<file path="config.mk">
export PLATFORM = sky130hd
export DESIGN_NAME = sld_step_alu
export DESIGN_NICKNAME = d
export VERILOG_FILES = /design/src/rtl/core/sld_pkg.sv /design/src/rtl/core/sld_step_alu.sv
export SDC_FILE = /design/constraint.sdc
export NUM_CORES = 1
export LEC_CHECK = 0
export BUFFER_PORTS_ARGS = -buffer_cell sky130_fd_sc_hd__buf_2
export CORE_UTILIZATION = 35
export DETAILED_ROUTE_END_ITERATION = 10
export GPL_TIMING_DRIVEN = 0
export PLACE_DENSITY = 0.69
export SYNTH_ARGS = -nofsm -noshare
export SYNTH_HDL_FRONTEND = slang
export SYNTH_SLANG_ARGS = --single-unit
</file>
<file path="constraint.sdc">
create_clock -name vclk -period 2.44
set_input_delay 0 -clock vclk [all_inputs]
set_output_delay 0 -clock vclk [all_outputs]
set_load 0.005 [all_outputs]
</file>
<file path="src/rtl/core/sld_pkg.sv">
package sld_pkg;

  typedef struct packed {
    logic        cmd;
    logic [7:0]  table_index;
    logic [23:0] table_word;
    logic [11:0] solar_year;
    logic [3:0]  solar_month;
    logic [4:0]  solar_day;
  } sld_in_t;

  typedef struct packed {
    logic        valid_res;
    logic [11:0] cal_year;
    logic [3:0]  cal_month;
    logic [4:0]  cal_day;
    logic        is_leap_month;
  } sld_out_t;

  typedef enum logic [2:0] {
    S_IDLE,
    S_RD,
    S_CMP,
    S_RDP,
    S_PREV,
    S_FWD,
    S_BWD,
    S_OUT
  } sld_state_t;

  typedef struct packed {
    logic neg;
    logic pos;
  } sld_cmp_t;

  localparam logic        CMD_LOAD    = 1'b0;
  localparam logic        CMD_CONVERT = 1'b1;
  localparam logic [11:0] YEAR_BASE   = 12'd1901;
  localparam logic [11:0] YEAR_MIN    = 12'd1902;
  localparam logic [11:0] YEAR_MAX    = 12'd2099;
  localparam logic [4:0]  MAX_STEPS   = 5'd20;
  localparam logic [4:0]  LEN_SHORT   = 5'd29;
  localparam logic [4:0]  LEN_LONG    = 5'd30;
  localparam logic [4:0]  SLOT_LAST   = 5'd20;
  localparam logic [3:0]  MONTH_LAST  = 4'd12;

  // days before the first of month m (non-leap year)
  function automatic logic [8:0] sld_month_offset(input logic [3:0] m);
    logic [8:0] r;
    case (m)
      4'd1:    r = 9'd0;
      4'd2:    r = 9'd31;
      4'd3:    r = 9'd59;
      4'd4:    r = 9'd90;
      4'd5:    r = 9'd120;
      4'd6:    r = 9'd151;
      4'd7:    r = 9'd181;
      4'd8:    r = 9'd212;
      4'd9:    r = 9'd243;
      4'd10:   r = 9'd273;
      4'd11:   r = 9'd304;
      4'd12:   r = 9'd334;
      default: r = 9'd0;
    endcase
    return r;
  endfunction

  // length of month slot k (1-based); slot 1 is bit 19
  function automatic logic [4:0] sld_month_len(input logic [23:0] w, input logic [4:0] k);
    logic [4:0] pos;
    logic       long_m;
    pos    = SLOT_LAST - k;
    long_m = (k >= 5'd1) && (k <= SLOT_LAST) && w[pos];
    return long_m ? LEN_LONG : LEN_SHORT;
  endfunction

  // day of year (0-based) of the lunar new year
  function automatic logic signed [9:0] sld_new_year(input logic [23:0] w);
    logic signed [9:0] base;
    base = $signed({5'b0, w[4:0]}) - 10'sd1;
    return base + ((w[6:5] == 2'b01) ? 10'sd0 : 10'sd31);
  endfunction

endpackage

</file>
<file path="src/rtl/core/sld_step_alu.sv">
module sld_step_alu (
  input  logic signed [9:0] op_a,
  input  logic signed [9:0] op_b,
  output logic signed [9:0] diff,
  output sld_pkg::sld_cmp_t flags
);
  import sld_pkg::*;

  always_comb begin
    diff      = op_a - op_b;
    flags.neg = diff[9];
    flags.pos = !diff[9] && (diff != 10'sd0);
  end

endmodule

</file>
==> run_results.csv <==
group,metric,value,unit
layout,fin_nets,130,
worst_hold_path,hold_class,"in2out",
global_routing,grt_overflow,0,
power_and_ir_drop,ir_worst_vdd,0.000117,V
timing,timing.fmax,496,MHz
logic_synthesis,synth-xor-area-share,0.130,
logic_synthesis,netlist_instances,66,
layout,diodes,0,
floorplanning,die_x,38.7,µm
status,status,"complete, no violations",
global_routing,grt_usage,0.142,
worst_setup_path,cp.arrival,2020,ps
timing,slew_headroom,0.811,
layout,area_growth,37.8,%
timing,fin_crit_sh,0.826,
logic_synthesis,synth_compound_area_frac,0.274,
logic_synthesis,yosys.area_share.simple,0.202,
timing,fin_crit,2020,ps
drt,num_vias,540,
worst_setup_path,crit_path_end_kind,"primary output",
clock_tree,post-cts-setup-buffers,0,
drt,post_drt_wl_per_cell,9.16,µm
timing,finalMaxSlewViolations,0,
logic_synthesis,synth-adder-area-share,0.282,
worst_setup_path,crit_buf_inv,4,
global_routing,grt_pass1_wl,1610,µm
global_routing,grt_pass1_vias,393,
layout,nFlopsAndLatches,0,
drt,drt-initial-drc-count,6,
logic_synthesis,synthMuxAreaShare,0,
timing,worst_pin_slew,281,ps
place,port_buffers,32,
power_and_ir_drop,p_int,0.0000955,W
place,dpl.hpwl,917,µm
drt,antenna_left,0,
place,gp_congestion,0.743,
power_and_ir_drop,power_density,281,nW/µm²
floorplanning,ioPinCount,32,
logic_synthesis,synth_top_family_by_area,"adder cells",
floorplanning,start_util,0.402,
layout,drive_gt1_frac,0.367,
worst_setup_path,critPathRequiredTime,2440,ps
drt,viasPerCell,4.82,
worst_setup_path,critical_path_class,"in2out",
worst_setup_path,cpLargestDelayFamily,"compound AO/OA/AOI/OAI gates",
power_and_ir_drop,clkPwrFrac,0,
worst_setup_path,max_stage_delay,420,ps
layout,final_common_cell,"buf_2",
layout,register_area,0,µm²
floorplanning,dieArea,1490,µm²
worst_setup_path,path_cells,"buf_2, inv_1, ha_1, inv_1, fa_1, a211oi_1, nor2_1, o21bai_1, a21boi_0, nand4bb_1, o31a_1, buf_2",
layout,final_cell_mix,"buf_2 (32), inv_1 (12), ha_1 (9)",
timing,hold_violations,0,
logic_synthesis,syn_area,470,µm²
logic_synthesis,ys_seq_area_frac,0,
logic_synthesis,synth.net_count,96,
timing,report.final.setup_viol,0,
timing,setup_tns,0,ps
timing,rsz0062_at_grt,"false",
power_and_ir_drop,switchingPower,0.0000865,W
logic_synthesis,yosysTopAreaCell,"ha_1",
logic_synthesis,synthTopCellsByArea,"ha_1 (24%), inv_1 (9.6%), xnor2_1 (7.4%)",
floorplanning,rows,12,
logic_synthesis,ys_warn_count,0,
logic_synthesis,yosys.area.top_type_share,0.239,
power_and_ir_drop,seq_power_share,0,
floorplanning,die_h,38.7,µm
floorplanning,core-area,1170,µm²
power_and_ir_drop,combPwrFrac,1.000,
global_routing,grt_max_degree,7,
drt,drt_wl_total,1030,µm
logic_synthesis,yosysUniqueCellTypes,28,
power_and_ir_drop,cellLeakagePower,0.380,nW
worst_setup_path,critPathLaunchType,"input port",
timing,holdWs,339,ps
worst_setup_path,path_max_fanout,3,
drt,drc,0,
flow_run,max-cap-violations,0,
power_and_ir_drop,swShare,0.475,
worst_setup_path,crit_path_top_delay_cell,"fa_1",
clock_tree,cts_resized,0,
global_routing,grt_antenna_before_repair,0,
logic_synthesis,avgSynthCellArea,7.13,µm²
layout,nClkBuffers,0,
clock_tree,ctsHoldBuffers,0,
drt,drtPass1Iterations,4,
cell usage after synthesis:
master and count:
a211oi_1 2, a21boi_0 1, a21o_1 2, a21oi_1 4, and2_1 1, and3_1 1
buf_4 1, fa_1 1, ha_1 9, inv_1 12, nand2_1 2, nand3_1 1
nand4bb_1 1, nor2_1 5, nor2b_1 1, nor3_1 1, nor3_2 1, nor4_1 1
o2111a_2 1, o21a_1 1, o21ai_0 4, o21bai_1 2, o31a_1 1, o31ai_1 1
or2_2 1, or3_1 1, xnor2_1 4, xor2_1 3
cells by family after synthesis:
logic type               after synthesis
XOR/XNOR                               7
AO/OA/AOI/OAI                         19
adder cells (fa/ha/maj)               10
buffers and inverters                 13
AND/OR/NAND/NOR                       17
metrics by stage:
| step | instances | cell area (µm²) | utilization | setup slack [ps] | power (W) |
|---|---|---|---|---|---|
| after floorplan | 66 | 470 | - | 786 | 0.000115 |
| after global placement | 112 | 648 | 0.553 | 450 | 0.000180 |
| after detailed placement | 112 | 648 | 0.553 | 453 | 0.000183 |
| after CTS | 112 | 648 | 0.553 | 441 | 0.000184 |
| after global routing | 112 | 648 | 0.553 | 202 | 0.000206 |
| final | 112 | 648 | 0.553 | 424 | 0.000182 |
power groups by stage:
stage               Clock, W  Combinational (W)  Sequential (W)
finish                     0           0.000182               0
global route               0           0.000206               0
CTS                        0           0.000184               0
detailed placement         0           0.000183               0
global placement           0           0.000180               0
floorplan                  0           0.000115               0
layer usage:
layer,vias to the layer above,GRT usage,share of wire
met3,0,0,0.046
met1,228,0.214,0.52
met2,17,0.238,0.44
met4,0,0,0
li1,295,-,-
met5,-,0,0
cell type report:
| type | count | area [µm²] |
|---|---|---|
| timing repair buffer | 32 | 160 |
| inverter | 12 | 45.0 |
| buffer | 1 | 7.51 |
| fill | 131 | 523 |
| multi-input combinational | 53 | 418 |
| tap | 14 | 17.5 |
final timing paths:
path / startpoint / end / cells past startpoint
max: op_a[0] / flags[0] / 12
min: op_b[0] / diff[0] / 4
(Power assumes the default switching activity.)
